===== src/rtl/core/lmfb_pkg.sv =====
// Shared types and constants for the LED matrix frame buffer scanner.
package lmfb_pkg;

	// Command kinds as they arrive on the command channel
	localparam logic [1:0] KIND_CLEAR  = 2'd0;
	localparam logic [1:0] KIND_POINT  = 2'd1;
	localparam logic [1:0] KIND_FILL   = 2'd2;
	localparam logic [1:0] KIND_RENDER = 2'd3;

	// Configuration register indexes (paddr bit 2)
	localparam logic REG_ACROSS = 1'b0;
	localparam logic REG_DOWN   = 1'b1;

	localparam int PADDR_W = 3;
	localparam int PDATA_W = 32;

	// Signed width for corner and far-edge sums (8-bit position plus 7-bit extent)
	localparam int SUM_W = 10;

	// Job queue depth between front and back
	localparam int QDEPTH = 2;

	// Digit register for the first pixel row of a tile; later rows count down from it
	localparam logic [3:0] ROW_REG_TOP = 4'd8;

	typedef enum logic [1:0] {
		OP_CLEAR,
		OP_FILL,
		OP_RENDER
	} op_t;

	typedef enum logic [2:0] {
		BK_IDLE,
		BK_FILL_RD,
		BK_FILL_WR,
		BK_REN_RD,
		BK_REN_OUT
	} back_state_t;

endpackage


===== src/rtl/core/lmfb_if.sv =====
// Channel interfaces: command input, job queue link and render word output.
interface lmfb_cmd_if;
	logic              valid;
	logic              ready;
	logic        [1:0] kind;
	logic signed [7:0] pos_x;
	logic signed [7:0] pos_y;
	logic        [6:0] rect_width;
	logic        [6:0] rect_height;
	logic              pixel_on;

	modport source (output valid, kind, pos_x, pos_y, rect_width, rect_height, pixel_on,
		input ready);
	modport sink (input valid, kind, pos_x, pos_y, rect_width, rect_height, pixel_on,
		output ready);
endinterface

interface lmfb_job_if #(
	parameter int CW = 5,
	parameter int RW = 4
);
	logic               valid;
	logic               ready;
	lmfb_pkg::op_t      op;
	logic               on;
	logic [CW-1:0]      col0;
	logic [CW-1:0]      col1;
	logic [RW-1:0]      row0;
	logic [RW-1:0]      row1;

	modport source (output valid, op, on, col0, col1, row0, row1, input ready);
	modport sink (input valid, op, on, col0, col1, row0, row1, output ready);
endinterface

interface lmfb_word_if;
	logic       valid;
	logic       ready;
	logic [3:0] row_register;
	logic [7:0] row_data;
	logic       frame_end;
	logic       last;

	modport source (output valid, row_register, row_data, frame_end, last, input ready);
	modport sink (input valid, row_register, row_data, frame_end, last, output ready);
endinterface


===== src/rtl/core/lmfb_ram.sv =====
// Generic single-port-write, single-port-read RAM with registered read data.
module lmfb_ram #(
	parameter int WIDTH = 8,
	parameter int DEPTH = 64
) (
	input  logic                     clk,
	input  logic                     we,
	input  logic [$clog2(DEPTH)-1:0] waddr,
	input  logic [WIDTH-1:0]         wdata,
	input  logic                     re,
	input  logic [$clog2(DEPTH)-1:0] raddr,
	output logic [WIDTH-1:0]         rdata
);

	logic [WIDTH-1:0] mem [DEPTH];

	// Write port
	always_ff @(posedge clk) begin
		if (we) begin
			mem[waddr] <= wdata;
		end
	end

	// Registered read, held while re is low
	always_ff @(posedge clk) begin
		if (re) begin
			rdata <= mem[raddr];
		end
	end

endmodule


===== src/rtl/core/lmfb_front.sv =====
// Command front end: classifies commands and clips rectangles to the grid.
module lmfb_front #(
	parameter int MAX_A = 4,
	parameter int MAX_D = 2
) (
	input  logic [$clog2(MAX_A+1)-1:0] a_eff,
	input  logic [$clog2(MAX_D+1)-1:0] d_eff,
	lmfb_cmd_if.sink                   cmd,
	lmfb_job_if.source                 job
);

	localparam int AW = lmfb_pkg::SUM_W;
	localparam int CW = $clog2(8*MAX_A);
	localparam int RW = $clog2(8*MAX_D);

	logic signed [AW-1:0] xmax, ymax;
	logic signed [AW-1:0] xs, ys, w, h;
	logic signed [AW-1:0] x0, x1, y0, y1, x1c, y1c;
	logic                 empty;
	logic                 keep;

	// Grid extent in pixels
	assign xmax = signed'(AW'(a_eff) << 3);
	assign ymax = signed'(AW'(d_eff) << 3);

	// Extents: a point is a one by one rectangle
	always_comb begin
		xs = AW'(cmd.pos_x);
		ys = AW'(cmd.pos_y);
		if (cmd.kind == lmfb_pkg::KIND_POINT) begin
			w = 10'sd1;
			h = 10'sd1;
		end else begin
			w = signed'(AW'(cmd.rect_width));
			h = signed'(AW'(cmd.rect_height));
		end
	end

	// Clip to the grid, 1-based
	always_comb begin
		x0    = (xs < 10'sd1) ? 10'sd1 : xs;
		y0    = (ys < 10'sd1) ? 10'sd1 : ys;
		x1    = xs + w - 10'sd1;
		y1    = ys + h - 10'sd1;
		x1c   = (x1 > xmax) ? xmax : x1;
		y1c   = (y1 > ymax) ? ymax : y1;
		empty = (x0 > x1c) || (y0 > y1c);
	end

	// Classify: drop empty draws, forward everything else
	always_comb begin
		job.op = lmfb_pkg::OP_CLEAR;
		keep   = 1'b1;
		case (cmd.kind)
			lmfb_pkg::KIND_CLEAR: begin
				job.op = lmfb_pkg::OP_CLEAR;
			end
			lmfb_pkg::KIND_POINT, lmfb_pkg::KIND_FILL: begin
				job.op = lmfb_pkg::OP_FILL;
				keep   = !empty;
			end
			lmfb_pkg::KIND_RENDER: begin
				job.op = lmfb_pkg::OP_RENDER;
			end
			default: begin
				keep = 1'b0;
			end
		endcase
	end

	assign job.on    = cmd.pixel_on;
	assign job.col0  = CW'(x0 - 10'sd1);
	assign job.col1  = CW'(x1c - 10'sd1);
	assign job.row0  = RW'(y0 - 10'sd1);
	assign job.row1  = RW'(y1c - 10'sd1);
	assign job.valid = cmd.valid && keep;
	assign cmd.ready = job.ready;

endmodule


===== src/rtl/core/lmfb_queue.sv =====
// Short job queue between the front end and the store engine.
module lmfb_queue #(
	parameter int CW = 5,
	parameter int RW = 4
) (
	input  logic       clk,
	input  logic       arst_n,
	lmfb_job_if.sink   in_job,
	lmfb_job_if.source out_job
);

	localparam int QD  = lmfb_pkg::QDEPTH;
	localparam int QPW = $clog2(QD);
	localparam int QCW = $clog2(QD+1);

	lmfb_pkg::op_t   op_q   [QD];
	logic            on_q   [QD];
	logic [CW-1:0]   col0_q [QD];
	logic [CW-1:0]   col1_q [QD];
	logic [RW-1:0]   row0_q [QD];
	logic [RW-1:0]   row1_q [QD];

	logic [QPW-1:0]  wr_ptr_q, rd_ptr_q;
	logic [QCW-1:0]  count_q;
	logic            push, pop;

	assign in_job.ready  = (count_q != QCW'(QD));
	assign out_job.valid = (count_q != '0);
	assign push          = in_job.valid && in_job.ready;
	assign pop           = out_job.valid && out_job.ready;

	// Store pushed entries
	always_ff @(posedge clk) begin
		if (push) begin
			op_q[wr_ptr_q]   <= in_job.op;
			on_q[wr_ptr_q]   <= in_job.on;
			col0_q[wr_ptr_q] <= in_job.col0;
			col1_q[wr_ptr_q] <= in_job.col1;
			row0_q[wr_ptr_q] <= in_job.row0;
			row1_q[wr_ptr_q] <= in_job.row1;
		end
	end

	// Advance pointers and occupancy
	always_ff @(posedge clk or negedge arst_n) begin
		if (!arst_n) begin
			wr_ptr_q <= '0;
			rd_ptr_q <= '0;
			count_q  <= '0;
		end else begin
			if (push) begin
				wr_ptr_q <= wr_ptr_q + QPW'(1);
			end
			if (pop) begin
				rd_ptr_q <= rd_ptr_q + QPW'(1);
			end
			if (push && !pop) begin
				count_q <= count_q + QCW'(1);
			end else if (pop && !push) begin
				count_q <= count_q - QCW'(1);
			end
		end
	end

	assign out_job.op   = op_q[rd_ptr_q];
	assign out_job.on   = on_q[rd_ptr_q];
	assign out_job.col0 = col0_q[rd_ptr_q];
	assign out_job.col1 = col1_q[rd_ptr_q];
	assign out_job.row0 = row0_q[rd_ptr_q];
	assign out_job.row1 = row1_q[rd_ptr_q];

endmodule


===== src/rtl/core/lmfb_back.sv =====
// Store engine: clears, read-modify-write fills and render scan of the frame store.
module lmfb_back #(
	parameter int MAX_A = 4,
	parameter int MAX_D = 2
) (
	input  logic                       clk,
	input  logic                       arst_n,
	input  logic [$clog2(MAX_A+1)-1:0] a_eff,
	input  logic [$clog2(MAX_D+1)-1:0] d_eff,
	lmfb_job_if.sink                   job,
	lmfb_word_if.source                word
);

	localparam int CW    = $clog2(8*MAX_A);
	localparam int RW    = $clog2(8*MAX_D);
	localparam int BW    = (CW > 3) ? CW - 3 : 1;
	localparam int TRW   = (RW > 3) ? RW - 3 : 1;
	localparam int AAW   = $clog2(MAX_A+1);
	localparam int DDW   = $clog2(MAX_D+1);
	localparam int DEPTH = 8 * MAX_A * MAX_D;
	localparam int ADW   = $clog2(DEPTH);
	localparam int PW    = AAW + RW + 1;

	lmfb_pkg::back_state_t state_q, state_d;

	// Job registers and walk counters
	logic            on_q;
	logic [CW-1:0]   col0_q, col1_q;
	logic [RW-1:0]   row1_q;
	logic [RW-1:0]   row_q;
	logic [BW-1:0]   bc_q;
	logic [TRW-1:0]  tr_q;
	logic [2:0]      r_q;

	// Frame store side
	logic [DEPTH-1:0] valid_q;
	logic             rd_valid_q;
	logic [7:0]       rdata;
	logic [7:0]       old_byte, new_byte, mask;
	logic [ADW-1:0]   addr;
	logic [RW-1:0]    prow;
	logic [BW-1:0]    pcol;

	// Control decoded from state
	logic re, we, use_next, load, clear_all, start_fill, start_ren;
	logic can_load, fill_done, ren_final;
	logic [BW-1:0]  bc0, bc1, tc_n;
	logic [TRW-1:0] tr_n;
	logic [2:0]     r_n, lo, hi;

	// Output register
	logic       out_valid_q;
	logic [3:0] row_register_q;
	logic [7:0] row_data_q;
	logic       frame_end_q, last_q;

	assign bc0       = BW'(col0_q >> 3);
	assign bc1       = BW'(col1_q >> 3);
	assign fill_done = (bc_q == bc1) && (row_q == row1_q);
	assign ren_final = (r_q == 3'd7) && (bc_q == '0) && (tr_q == '0);
	assign can_load  = !out_valid_q || word.ready;

	// Next scan position: tiles count down, rows count up
	always_comb begin
		tc_n = bc_q;
		tr_n = tr_q;
		r_n  = r_q;
		if (bc_q != '0) begin
			tc_n = bc_q - BW'(1);
		end else begin
			tc_n = BW'(a_eff - AAW'(1));
			if (tr_q != '0) begin
				tr_n = tr_q - TRW'(1);
			end else begin
				tr_n = TRW'(d_eff - DDW'(1));
				r_n  = r_q + 3'd1;
			end
		end
	end

	// Next state and strobes
	always_comb begin
		state_d    = state_q;
		re         = 1'b0;
		we         = 1'b0;
		use_next   = 1'b0;
		load       = 1'b0;
		clear_all  = 1'b0;
		start_fill = 1'b0;
		start_ren  = 1'b0;
		job.ready  = 1'b0;
		case (state_q)
			lmfb_pkg::BK_IDLE: begin
				job.ready = 1'b1;
				if (job.valid) begin
					case (job.op)
						lmfb_pkg::OP_CLEAR: begin
							clear_all = 1'b1;
						end
						lmfb_pkg::OP_FILL: begin
							start_fill = 1'b1;
							state_d    = lmfb_pkg::BK_FILL_RD;
						end
						lmfb_pkg::OP_RENDER: begin
							start_ren = 1'b1;
							state_d   = lmfb_pkg::BK_REN_RD;
						end
						default: begin
							state_d = lmfb_pkg::BK_IDLE;
						end
					endcase
				end
			end
			lmfb_pkg::BK_FILL_RD: begin
				re      = 1'b1;
				state_d = lmfb_pkg::BK_FILL_WR;
			end
			lmfb_pkg::BK_FILL_WR: begin
				we      = 1'b1;
				state_d = fill_done ? lmfb_pkg::BK_IDLE : lmfb_pkg::BK_FILL_RD;
			end
			lmfb_pkg::BK_REN_RD: begin
				re      = 1'b1;
				state_d = lmfb_pkg::BK_REN_OUT;
			end
			lmfb_pkg::BK_REN_OUT: begin
				if (can_load) begin
					load = 1'b1;
					if (ren_final) begin
						state_d = lmfb_pkg::BK_IDLE;
					end else begin
						re       = 1'b1;
						use_next = 1'b1;
					end
				end
			end
			default: begin
				state_d = lmfb_pkg::BK_IDLE;
			end
		endcase
	end

	// Store address: tiles_across bytes per pixel row
	always_comb begin
		if (state_q == lmfb_pkg::BK_FILL_RD || state_q == lmfb_pkg::BK_FILL_WR) begin
			prow = row_q;
			pcol = bc_q;
		end else if (use_next) begin
			prow = RW'({tr_n, r_n});
			pcol = tc_n;
		end else begin
			prow = RW'({tr_q, r_q});
			pcol = bc_q;
		end
		addr = ADW'(PW'(a_eff) * PW'(prow) + PW'(pcol));
	end

	// Bit mask of the clipped span within the current byte
	always_comb begin
		lo = (bc_q == bc0) ? col0_q[2:0] : 3'd0;
		hi = (bc_q == bc1) ? col1_q[2:0] : 3'd7;
		for (int k = 0; k < 8; k++) begin
			mask[k] = (3'(k) >= lo) && (3'(k) <= hi);
		end
		old_byte = rd_valid_q ? rdata : 8'h00;
		new_byte = on_q ? (old_byte | mask) : (old_byte & ~mask);
	end

	lmfb_ram #(
		.WIDTH (8),
		.DEPTH (DEPTH)
	) u_store (
		.clk   (clk),
		.we    (we),
		.waddr (addr),
		.wdata (new_byte),
		.re    (re),
		.raddr (addr),
		.rdata (rdata)
	);

	// State register
	always_ff @(posedge clk or negedge arst_n) begin
		if (!arst_n) begin
			state_q <= lmfb_pkg::BK_IDLE;
		end else begin
			state_q <= state_d;
		end
	end

	// Entry valid bits: unwritten bytes read as zero
	always_ff @(posedge clk or negedge arst_n) begin
		if (!arst_n) begin
			valid_q    <= '0;
			rd_valid_q <= 1'b0;
		end else begin
			if (clear_all) begin
				valid_q <= '0;
			end else if (we) begin
				valid_q[addr] <= 1'b1;
			end
			if (re) begin
				rd_valid_q <= valid_q[addr];
			end
		end
	end

	// Latch job and advance walk counters
	always_ff @(posedge clk) begin
		if (start_fill) begin
			on_q   <= job.on;
			col0_q <= job.col0;
			col1_q <= job.col1;
			row1_q <= job.row1;
			row_q  <= job.row0;
			bc_q   <= BW'(job.col0 >> 3);
		end else if (start_ren) begin
			bc_q <= BW'(a_eff - AAW'(1));
			tr_q <= TRW'(d_eff - DDW'(1));
			r_q  <= 3'd0;
		end else if (we) begin
			if (bc_q == bc1) begin
				bc_q  <= bc0;
				row_q <= row_q + RW'(1);
			end else begin
				bc_q <= bc_q + BW'(1);
			end
		end else if (use_next) begin
			bc_q <= tc_n;
			tr_q <= tr_n;
			r_q  <= r_n;
		end
	end

	// Output register valid
	always_ff @(posedge clk or negedge arst_n) begin
		if (!arst_n) begin
			out_valid_q <= 1'b0;
		end else if (load) begin
			out_valid_q <= 1'b1;
		end else if (word.ready) begin
			out_valid_q <= 1'b0;
		end
	end

	// Output register payload
	always_ff @(posedge clk) begin
		if (load) begin
			row_register_q <= lmfb_pkg::ROW_REG_TOP - {1'b0, r_q};
			row_data_q     <= rd_valid_q ? rdata : 8'h00;
			frame_end_q    <= (bc_q == '0) && (tr_q == '0);
			last_q         <= ren_final;
		end
	end

	assign word.valid        = out_valid_q;
	assign word.row_register = row_register_q;
	assign word.row_data     = row_data_q;
	assign word.frame_end    = frame_end_q;
	assign word.last         = last_q;

endmodule


===== src/rtl/core/led_matrix_frame_buffer_scanner.sv =====
// Top level of the LED matrix frame buffer scanner with its configuration registers.
//
// Commands arrive on the cmd channel (valid/ready): clear, set point, fill rectangle
// and render. A front end clips each draw to the grid and drops empty ones; a two-entry
// job queue decouples it from the store engine. A point or rectangle is applied to
// each store byte it touches by a read, then a masked write at the same store address;
// with the default parameters the whole store holds 64 bytes.
// Render emits 8*tiles_across*tiles_down words on the word channel, one per cycle
// when the receiver keeps ready high. The first word follows the queue and a store read
// into the output register. The store read for the next word is issued as each word
// enters the output register, so a stalled receiver simply holds the scan in place.
// frame_end marks the word for tile zero, last the final word of the run.
// The APB port holds tiles_across (address 0) and tiles_down (address 4); values
// outside their range are taken as the nearest legal value. Write them only while idle.
// Reset clears the queue, the output register and the per-byte valid flags, so the
// whole store reads as zero at once; both registers return to 1.
module led_matrix_frame_buffer_scanner #(
	parameter int MAX_TILES_ACROSS = 4,
	parameter int MAX_TILES_DOWN   = 2
) (
	input  logic                          clk,
	input  logic                          arst_n,
	lmfb_cmd_if.sink                      cmd,
	lmfb_word_if.source                   word,
	input  logic                          psel,
	input  logic                          penable,
	input  logic                          pwrite,
	input  logic [lmfb_pkg::PADDR_W-1:0]  paddr,
	input  logic [lmfb_pkg::PDATA_W-1:0]  pwdata,
	output logic [lmfb_pkg::PDATA_W-1:0]  prdata,
	output logic                          pready
);

	localparam int CW  = $clog2(8*MAX_TILES_ACROSS);
	localparam int RW  = $clog2(8*MAX_TILES_DOWN);
	localparam int AAW = $clog2(MAX_TILES_ACROSS+1);
	localparam int DDW = $clog2(MAX_TILES_DOWN+1);

	logic [2:0]     across_q;
	logic [1:0]     down_q;
	logic [AAW-1:0] a_eff;
	logic [DDW-1:0] d_eff;

	// Register writes on the access phase
	always_ff @(posedge clk or negedge arst_n) begin
		if (!arst_n) begin
			across_q <= 3'd1;
			down_q   <= 2'd1;
		end else if (psel && penable && pwrite) begin
			case (paddr[2])
				lmfb_pkg::REG_ACROSS: across_q <= pwdata[2:0];
				lmfb_pkg::REG_DOWN:   down_q   <= pwdata[1:0];
				default: ;
			endcase
		end
	end

	// Register read-back
	always_comb begin
		case (paddr[2])
			lmfb_pkg::REG_ACROSS: prdata = {29'd0, across_q};
			lmfb_pkg::REG_DOWN:   prdata = {30'd0, down_q};
			default:              prdata = '0;
		endcase
	end

	assign pready = 1'b1;

	// Clamp layout to the legal range
	always_comb begin
		if (across_q == 3'd0) begin
			a_eff = AAW'(1);
		end else if (32'(across_q) > MAX_TILES_ACROSS) begin
			a_eff = AAW'(MAX_TILES_ACROSS);
		end else begin
			a_eff = AAW'(across_q);
		end
		if (down_q == 2'd0) begin
			d_eff = DDW'(1);
		end else if (32'(down_q) > MAX_TILES_DOWN) begin
			d_eff = DDW'(MAX_TILES_DOWN);
		end else begin
			d_eff = DDW'(down_q);
		end
	end

	lmfb_job_if #(.CW(CW), .RW(RW)) job_in ();
	lmfb_job_if #(.CW(CW), .RW(RW)) job_out ();

	lmfb_front #(
		.MAX_A (MAX_TILES_ACROSS),
		.MAX_D (MAX_TILES_DOWN)
	) u_front (
		.a_eff (a_eff),
		.d_eff (d_eff),
		.cmd   (cmd),
		.job   (job_in)
	);

	lmfb_queue #(
		.CW (CW),
		.RW (RW)
	) u_queue (
		.clk     (clk),
		.arst_n  (arst_n),
		.in_job  (job_in),
		.out_job (job_out)
	);

	lmfb_back #(
		.MAX_A (MAX_TILES_ACROSS),
		.MAX_D (MAX_TILES_DOWN)
	) u_back (
		.clk    (clk),
		.arst_n (arst_n),
		.a_eff  (a_eff),
		.d_eff  (d_eff),
		.job    (job_out),
		.word   (word)
	);

endmodule


===== src/flat_wrapper.sv =====
// flat-port wrapper written by rule: the top's interface ports become plain ports
module led_matrix_frame_buffer_scanner_flat 
#(
	parameter int MAX_TILES_ACROSS = 4,
	parameter int MAX_TILES_DOWN   = 2
)
  (clk, arst_n, psel, penable, pwrite, paddr, pwdata, prdata, pready, cmd_valid, cmd_kind, cmd_pos_x, cmd_pos_y, cmd_rect_width, cmd_rect_height, cmd_pixel_on, cmd_ready, word_valid, word_row_register, word_row_data, word_frame_end, word_last, word_ready);
  lmfb_cmd_if cmd_i ();
  lmfb_word_if word_i ();
  input  logic clk;
  input  logic arst_n;
  input  logic psel;
  input  logic penable;
  input  logic pwrite;
  input  logic [lmfb_pkg::PADDR_W-1:0] paddr;
  input  logic [lmfb_pkg::PDATA_W-1:0] pwdata;
  output logic [lmfb_pkg::PDATA_W-1:0] prdata;
  output logic pready;
  input wire logic [$bits(cmd_i.valid)-1:0] cmd_valid;
  input wire logic [$bits(cmd_i.kind)-1:0] cmd_kind;
  input wire logic [$bits(cmd_i.pos_x)-1:0] cmd_pos_x;
  input wire logic [$bits(cmd_i.pos_y)-1:0] cmd_pos_y;
  input wire logic [$bits(cmd_i.rect_width)-1:0] cmd_rect_width;
  input wire logic [$bits(cmd_i.rect_height)-1:0] cmd_rect_height;
  input wire logic [$bits(cmd_i.pixel_on)-1:0] cmd_pixel_on;
  output wire logic [$bits(cmd_i.ready)-1:0] cmd_ready;
  output wire logic [$bits(word_i.valid)-1:0] word_valid;
  output wire logic [$bits(word_i.row_register)-1:0] word_row_register;
  output wire logic [$bits(word_i.row_data)-1:0] word_row_data;
  output wire logic [$bits(word_i.frame_end)-1:0] word_frame_end;
  output wire logic [$bits(word_i.last)-1:0] word_last;
  input wire logic [$bits(word_i.ready)-1:0] word_ready;
  assign cmd_i.valid = cmd_valid;
  assign cmd_i.kind = cmd_kind;
  assign cmd_i.pos_x = cmd_pos_x;
  assign cmd_i.pos_y = cmd_pos_y;
  assign cmd_i.rect_width = cmd_rect_width;
  assign cmd_i.rect_height = cmd_rect_height;
  assign cmd_i.pixel_on = cmd_pixel_on;
  assign cmd_ready = cmd_i.ready;
  assign word_valid = word_i.valid;
  assign word_row_register = word_i.row_register;
  assign word_row_data = word_i.row_data;
  assign word_frame_end = word_i.frame_end;
  assign word_last = word_i.last;
  assign word_i.ready = word_ready;
  led_matrix_frame_buffer_scanner #(.MAX_TILES_ACROSS(MAX_TILES_ACROSS), .MAX_TILES_DOWN(MAX_TILES_DOWN)) u_core (.clk(clk), .arst_n(arst_n), .cmd(cmd_i), .word(word_i), .psel(psel), .penable(penable), .pwrite(pwrite), .paddr(paddr), .pwdata(pwdata), .prdata(prdata), .pready(pready));
endmodule

===== config.mk =====
export PLATFORM = sky130hd
export DESIGN_NAME = led_matrix_frame_buffer_scanner_flat
export DESIGN_NICKNAME = d
export VERILOG_FILES = /design/src/rtl/core/lmfb_pkg.sv /design/src/rtl/core/lmfb_if.sv /design/src/rtl/core/lmfb_ram.sv /design/src/rtl/core/lmfb_front.sv /design/src/rtl/core/lmfb_queue.sv /design/src/rtl/core/lmfb_back.sv /design/src/rtl/core/led_matrix_frame_buffer_scanner.sv /design/src/flat_wrapper.sv
export SDC_FILE = /design/constraint.sdc
export NUM_CORES = 1
export LEC_CHECK = 0
export ABC_AREA = 0
export CAP_MARGIN = 30
export CORE_MARGIN = 2
export CORE_UTILIZATION = 27
export CTS_CLUSTER_DIAMETER = 30
export CTS_CLUSTER_SIZE = 40
export DETAILED_ROUTE_END_ITERATION = 10
export DONT_BUFFER_PORTS = 1
export SETUP_SLACK_MARGIN = 0.15
export SLEW_MARGIN = 0
export SYNTH_ARGS = -nofsm -noshare
export SYNTH_HDL_FRONTEND = slang
export SYNTH_SLANG_ARGS = --single-unit

===== constraint.sdc =====
create_clock -name clk -period 8.83 [get_ports clk]
set_clock_uncertainty 0.05 [all_clocks]
set_input_delay 0 -clock clk [delete_from_list [all_inputs] [get_ports clk]]
set_output_delay 0 -clock clk [all_outputs]
set_load 0.01 [all_outputs]

-- Word-level counts from Yosys, hierarchy flattened
Memory sizes are Yosys's and may differ from the RTL's. A register that Yosys moved wholly into a read port is not among the register bits.
Index checks and enable logic that the tools add are counted.
- register bits: 107
- bits in writable memories: 554
- input port bits: 75
- memories kept: 7
- memories (name ; words ; bits a word ; rd ports ; clocked after memory_dff ; write ports ; RTL line ; RTL):
    u_core.u_back.u_store.mem ; 64 ; 8 ; 1 ; 1 ; 1 ; lmfb_ram.sv:15 ; logic [WIDTH-1:0] mem [DEPTH];
    u_core.u_queue.col0_q ; 2 ; 5 ; 1 ; 0 ; 1 ; lmfb_queue.sv:18 ; logic [CW-1:0] col0_q [QD];
    u_core.u_queue.col1_q ; 2 ; 5 ; 1 ; 1 ; 1 ; lmfb_queue.sv:19 ; logic [CW-1:0] col1_q [QD];
    u_core.u_queue.row0_q ; 2 ; 4 ; 1 ; 0 ; 1 ; lmfb_queue.sv:20 ; logic [RW-1:0] row0_q [QD];
    u_core.u_queue.row1_q ; 2 ; 4 ; 1 ; 1 ; 1 ; lmfb_queue.sv:21 ; logic [RW-1:0] row1_q [QD];
    u_core.u_queue.op_q ; 2 ; 2 ; 1 ; 0 ; 1 ; lmfb_queue.sv:16 ; lmfb_pkg::op_t op_q [QD];
    1 more memories ; -- ; -- ; -- ; -- ; -- ; -- ;
- $add $sub $neg: 21
- multipliers: 1
- order comparisons: 26
- eq/ne operators: 20
- muxes and demuxes: 76
- bitwise gates (word level): 7
- reduce and logical (&&, ||, !) cells: 48
- operator list (kind ; count):
    64-bit 2-to-1 mux ; 2
    64-bit bitwise OR ; 1
    32-bit case mux with 2 select lines ; 1
    10-bit 2-to-1 mux ; 4
    3-bit 2-to-1 mux ; 11
    1-bit 2-to-1 mux ; 31
    4-bit 2-to-1 mux ; 6
    2-bit 2-to-1 mux ; 11
    10-bit > comparator ; 2
    1-bit logical AND ; 20
    8-bit by 8-bit adder with 9-bit output ; 2
    8-bit by 2-bit less-than comparator with 1-bit output (second input constant) ; 2
    8-bit 2-to-1 mux ; 2
    2-bit nonzero test ; 8
    3-bit case mux with 5 select lines ; 1
    7-bit 2-to-1 mux ; 2
    3-bit greater-or-equal comparator (first input constant) ; 4
    3-bit <= comparator (first input constant) ; 4
    2-bit inequality test (second input constant) ; 6
    10-bit by 6-bit > comparator with 1-bit output ; 1
    10-bit by 7-bit > comparator with 1-bit output ; 1
    10-bit by 2-bit subtractor with 10-bit output (second input constant) ; 1
    5-bit by 2-bit subtractor with 5-bit output (second input constant) ; 2
    9-bit by 2-bit subtractor with 10-bit output (second input constant) ; 1
    43 further kinds ; 73

-- Logic depth before layout (Yosys ltp)
- word-level depth: 17
- mapped depth: 33
- mapped depth without buffers: 32

-- By module
A second synthesis with hierarchy kept.
- cells, all modules: 1930
- area total of the unflattened synthesis: 30729.5 sq um
- modules (own cells, without submodules) (module ; instances ; cells an instance ; area an instance (sq um) ; sequential area each (sq um)):
    lmfb_ram ; 1 ; 940 ; 20246.9 ; 15615.0
    lmfb_back ; 1 ; 522 ; 5755.5 ; 2877.8
    lmfb_front ; 1 ; 331 ; 2476.1 ; 0.0
    lmfb_queue ; 1 ; 83 ; 1731.7 ; 1361.3
    led_matrix_frame_buffer_scanner ; 1 ; 54 ; 519.2 ; 127.6

-- Worst setup path before layout
OpenSTA, ideal clock, no wires.
- path kind: in2reg
- start point: input port cmd_kind[1]
- end point: memory u_core.u_queue.col0_q[1][0] (enable)
- arrival time: 6733 ps
- required time: 8374 ps
- setup slack: 1641 ps
- cell stages on the path: 26
- path through: inv_1 ha_1 clkbuf_1 or2_2 ha_1 fa_1 a211oi_4 or3b_1 a2111o_1 o211ai_1 ha_1 o21a_1 o22a_1 or4b_1 nand3_1 buf_1 mux2i_1 ha_1 nand2_1 nor2_1 nand3_1 nor2_1 mux2_1 a211o_1 xnor2_2 a21oi_1
- cells in the longest elaborated chain, start to end: 14
- ends and longest elaborated chain (element ; RTL line ; RTL):
    start: declaration ; flat_wrapper.sv:20 ; input wire logic [$bits(cmd_i.kind)-1:0] cmd_kind;
    2-bit by 1-bit == test with 1-bit output ; lmfb_front.sv:30, lmfb_front.sv:54 ;
    7-bit 2-to-1 mux ; lmfb_front.sv:30 ; if (cmd.kind == lmfb_pkg::KIND_POINT) begin
    8-bit by 8-bit adder with 9-bit output (on tied branches) ; lmfb_front.sv:43, lmfb_front.sv:44 ;
    10-bit by 2-bit subtractor with 10-bit output or 9-bit by 2-bit subtractor with 10-bit output (tied branches) ; lmfb_front.sv:43, lmfb_front.sv:44 ;
    10-bit by 7-bit > comparator with 1-bit output or 10-bit by 6-bit > comparator with 1-bit output (tied branches) ; lmfb_front.sv:45, lmfb_front.sv:46 ;
    10-bit 2-to-1 mux (on tied branches) ; lmfb_front.sv:45, lmfb_front.sv:46 ;
    10-bit > comparator ; lmfb_front.sv:47 ; empty = (x0 > x1c) || (y0 > y1c);
    1-bit logical OR ; lmfb_front.sv:47 ;
    1-bit zero test ; lmfb_front.sv:60 ; keep = !empty;
    1-bit 2-to-1 mux * ; lmfb_front.sv:54 ; case (cmd.kind)
    1-bit logical AND * ; lmfb_front.sv:76 ; assign job.valid = cmd.valid && keep;
    1-bit logical AND * ; lmfb_queue.sv:29 ; assign push = in_job.valid && in_job.ready;
    1-bit 2-to-1 mux * ; lmfb_queue.sv:34 ; if (push) begin
    1-bit 2-to-1 mux (implied by the code) * ; lmfb_queue.sv:37 ; col0_q[wr_ptr_q] <= in_job.col0;
    end: declaration ; lmfb_queue.sv:18 ;
Mark *: on every way between the ends. The rest lies on a longest branch, timed or not.

-- Final worst setup path
- start point: register u_core.u_back.bc_q[0]
- end point: register u_core.u_back.u_store.rdata[7], read port of u_core.u_back.u_store.mem, data pin
- cells in the longest elaborated chain, start to end: 10
- ends and longest elaborated chain (element ; RTL line ; RTL):
    start: declaration ; lmfb_back.sv:31 ; logic [BW-1:0] bc_q;
    start signal: assignment ; lmfb_back.sv:216 ; bc_q <= BW'(job.col0 >> 3);
    start signal: assignment ; lmfb_back.sv:218 ; bc_q <= BW'(a_eff - AAW'(1));
    start signal: assignment ; lmfb_back.sv:226 ; bc_q <= bc_q + BW'(1);
    2-bit zero test ; lmfb_back.sv:60 ; assign ren_final = (r_q == 3'd7) && (bc_q == '0) && (tr_q == '0);
    1-bit logical AND (2 in series) ; lmfb_back.sv:60 ;
    1-bit 2-to-1 mux ; lmfb_back.sv:129 ; if (ren_final) begin
    1-bit 2-to-1 mux ; lmfb_back.sv:127 ; if (can_load) begin
    1-bit 2-to-1 mux ; lmfb_back.sv:92 ; case (state_q)
    4-bit 2-to-1 mux ; lmfb_back.sv:148 ; end else if (use_next) begin
    4-bit 2-to-1 mux ; lmfb_back.sv:145 ; if (state_q == lmfb_pkg::BK_FILL_RD || state_q == lmfb_pkg::BK_FILL_WR) begin
    3-bit by 4-bit multiplier with 6-bit output ; lmfb_back.sv:155 ; addr = ADW'(PW'(a_eff) * PW'(prow) + PW'(pcol));
    6-bit by 2-bit adder with 6-bit output ; lmfb_back.sv:155 ;
    end: declaration ; lmfb_ram.sv:12 ; output logic [WIDTH-1:0] rdata
Several ways; a longest one is shown, not always the timed one.
A chain may end at the register's enable or synchronous reset.

==> reports/summary.txt <==
Outcome - finished clean
Hold Crit Class - in -> out
TritonCTS buffer count - 107
Mapped Area - 28600 µm²
First-pass GRT wire length - 112000 µm
CTS tree - yes
Crit share post-route - 81.0%
Clk Tree Root Cell - clkbuf_16
Adder-Cell Fraction of Synth Area - 3.71%
Number of port buffers - 0
Clk_lat worst skew - 0.66 ns
Die Span Y - 330 µm
Die outline area - 109000 µm²
Post-layout min period - 7.15 ns
Placed Cells - 3302
Arr. time, crit path - 7.41 ns
MaxCap Viol Count - 0
Final non-filler cell total - 3558
Post-CTS setup buffer count - 0
Vias in the first global route - 18060
Worst-path clk slew - 0.05 ns
Fmax - 140 MHz
FFs w/ async S/R, synth - 11.5%
Layout overhead on the synthesized area - 21.6%
Largest family of logic cells by synthesized area - compound AO/OA/AOI/OAI gates
CP delay by family, top - simple AND/OR/NAND/NOR gates
Rows - 119
Vias per cell - 5.04
Most used cell, CP - inv_1
Most used DFF post-synth - edfxtp_1
WP data required - 9.09 ns
Mux share of post-synthesis cell area - 1.67%
Die span in x - 330 µm
RSZ-0062 raised after global routing - false
GRT Util Overall - 13.6%
Clock Sink Count - 679
DR iter-0 viols - 1715
Largest net degree at the start of global routing - 77
Synthesis Warnings - 0
Share of cells above drive strength 1 - 14.3%
Final Wtd Congestion - 0.804
Post-Synth XOR/XNOR Area - 1.46%
Gate count after technology mapping - 1962
Layout net count - 2228
Setup CP Type - reg -> reg
Post-Synth Simple-Gate Area - 6.42%
Startpoint Class - flop
Worst-Margin Slew - 1.09 ns
Maximum clock insertion buffer count - 3
# diodes - 0
Crit-path max cell delay - 0.95 ns
Syn Area/Cell - 14.6 µm²
Wire per inst - 21.0 µm
HPWL Detailed - 44700 µm
CP max FO - 23
Total gr overflow - 0
Final hold vios - 0
First-pass DRT Iterations - 5
Drt total wl - 74800 µm
Compound-Gate Fraction of Synth Area - 14.0%
Vias - 17941
ANT nets after route - 0
Register area share after synthesis - 69.8%
H-tree level count - 3
Core ar. - 105000 µm²
Slowest-stage cell, CP - nor4_1
Setup TNS - 0 ns
Worst rel slew slack - 26.8%
Worst-path cell chain - inv_1 -> ha_1 -> nor2b_1 -> nand2_1 -> and3_1 -> mux2i_1 -> o21ai_0 -> nand2_1 -> fa_1 -> inv_1 -> ha_1 -> inv_1 -> fa_1 -> and3b_2 -> buf_4 -> a22o_1 -> a221oi_1 -> a31oi_1 -> nor4_1 -> o211ai_1
Final setup vio count - 0
Post-synthesis cell type count - 76
Initial Utilization - 27.2%
CP endpoint kind - flop
Bufs and invs on worst path - 4
I/O pins - 124
Register bit count reported by yosys - 679
# DRC - 0
Max-slew violations - 0
Post-synth EDFFs - 599
Initial antenna violation count - 1
==> cell usage after synthesis (3+ instances only) <==
cell | number | area, µm²
edfxtp_1 | 599 | 18000
nor3_1 | 12 | 60.1
a311oi_1 | 10 | 87.6
nand4_1 | 52 | 325
or3_1 | 4 | 25.0
a21o_1 | 8 | 60.1
nand3_1 | 12 | 60.1
fa_1 | 5 | 100
xnor2_1 | 27 | 236
mux2_2 | 30 | 338
nor2b_1 | 22 | 138
nor2_1 | 129 | 484
a31oi_1 | 29 | 181
o21ai_1 | 4 | 20.0
dfrtp_1 | 76 | 1900
a211oi_1 | 5 | 37.5
buf_4 | 30 | 225
and2_1 | 14 | 87.6
or4_1 | 3 | 22.5
a22o_1 | 46 | 403
o21bai_1 | 3 | 22.5
a21oi_1 | 50 | 250
clkbuf_1 | 79 | 297
a22oi_1 | 199 | 1490
inv_1 | 68 | 255
o211ai_1 | 14 | 105
mux2i_1 | 13 | 130
ha_1 | 76 | 951
o21ai_0 | 30 | 150
o21a_1 | 71 | 533
buf_1 | 15 | 56.3
nor3b_1 | 8 | 60.1
xor2_1 | 19 | 166
and3_1 | 6 | 37.5
a221oi_1 | 47 | 412
or2_2 | 3 | 18.8
nor4_1 | 6 | 37.5
nand2b_1 | 18 | 113
nand2_1 | 73 | 274
==> sequential cells by signal, summed over array words and instances, names as in the netlist, 4 cells and up <==
register / count
u_core.u_back.row_q: 4
u_core.u_back.col0_q: 5
u_core.u_back.valid_q: 64
u_core.u_back.row1_q: 4
u_core.u_queue.col1_q: 10
u_core.u_back.u_store.mem: 512
u_core.u_queue.op_q: 4
u_core.u_queue.row1_q: 8
u_core.u_back.u_store.rdata: 8
u_core.u_back.word.row_register: 4
u_core.u_back.col1_q: 5
u_core.u_queue.row0_q: 8
u_core.u_queue.col0_q: 10
u_core.u_back.word.row_data: 8
==> cells by family after synthesis <==
| kind of cell | after synthesis |
|---|---|
| DFF | 679 |
| other | 2 |
| adders and majority gates | 82 |
| buffers and inverters | 194 |
| xor gates and xnor gates | 47 |
| AOI/OAI and AO/OA | 541 |
| muxes | 44 |
| and+or+nand+nor | 373 |
==> timing repair <==
action                                  4_1_cts  5_1_grt
endpoints found under the setup margin        0        0
hold buffers                                 38        0
hold endpoints to repair                    139        0
resized for setup                             0        0
==> per-layer routing <==
layer	global-route usage (%)	vias to the layer above	part of all wire, %
met4	4.92	2	2.5
met5	0	-	0.024
li1	-	7931	-
met2	23.1	818	49
met1	17.0	9059	40
met3	2.84	131	8.7
==> worst paths after layout <==
check / from / endpoint / slack [ns] / depth (start not counted)
worst min register to register: u_core.u_back.valid_q[40]$_DFFE_PN0P_ / u_core.u_back.valid_q[40]$_DFFE_PN0P_ / 0.44 / 1
worst max register to register: u_core.u_back.bc_q[0]$_DFF_P_ / u_core.u_back.u_store.rdata[7]$_DFFE_PP_ / 1.68 / 20
worst min-delay path: paddr[2] / prdata[2] / 0.001 / 1
max in group asynchronous: arst_n / u_core.u_back.word.valid$_DFFE_PN0P_ / 7.74 / 4
min in group asynchronous: arst_n / u_core.across_q[0]$_DFFE_PN1P_ / 0.52 / 3
worst max-delay path: u_core.u_back.bc_q[0]$_DFF_P_ / u_core.u_back.u_store.rdata[7]$_DFFE_PP_ / 1.68 / 20
==> area by class of cell <==
type | instances | area, µm²
Multi-Input combinational cell | 1117 | 7990
Sequential cell | 679 | 20000
Clock inverter | 86 | 1080
Timing Repair Buffer | 98 | 988
Fill cell | 10055 | 70500
Clock buffer | 118 | 2770
Tap cell | 1391 | 1740
Inverter | 69 | 259
==> stage by stage <==
step / util [%] / worst slack, ns / cell area [µm²] / hold slack [ns]
3_3_place_gp: 28.8 / 1.46 / 30300 / -0.332
6_report: 33.1 / 1.68 / 34800 / 0.00123
4_1_cts: 32.9 / 1.63 / 34700 / 0.00167
3_5_place_dp: 28.9 / 1.54 / 30400 / -0.333
2_1_floorplan: - / 1.64 / 28700 / -0.346
5_1_grt: 33.1 / 1.16 / 34800 / 0.00395
==> placed cells by master (no fill, tap or decap), types with 46 or more instances in the layout <==
| cell | synthesis | routed |
|---|---|---|
| a22o_1 | 46 | 46 |
| a21oi_1 | 50 | 49 |
| o21a_1 | 71 | 71 |
| buf_4 | 30 | 48 |
| inv_1 | 68 | 68 |
| ha_1 | 76 | 76 |
| nand4_1 | 52 | 52 |
| clkbuf_16 | 0 | 108 |
| nor2_1 | 129 | 127 |
| edfxtp_1 | 599 | 599 |
| nand2_1 | 73 | 72 |
| a22oi_1 | 199 | 199 |
| a221oi_1 | 47 | 47 |
| dfrtp_1 | 76 | 76 |
Power is left out: the tool's default activity adds up to more than one toggle a clock period on the data nets, which glitch-free logic cannot reach.
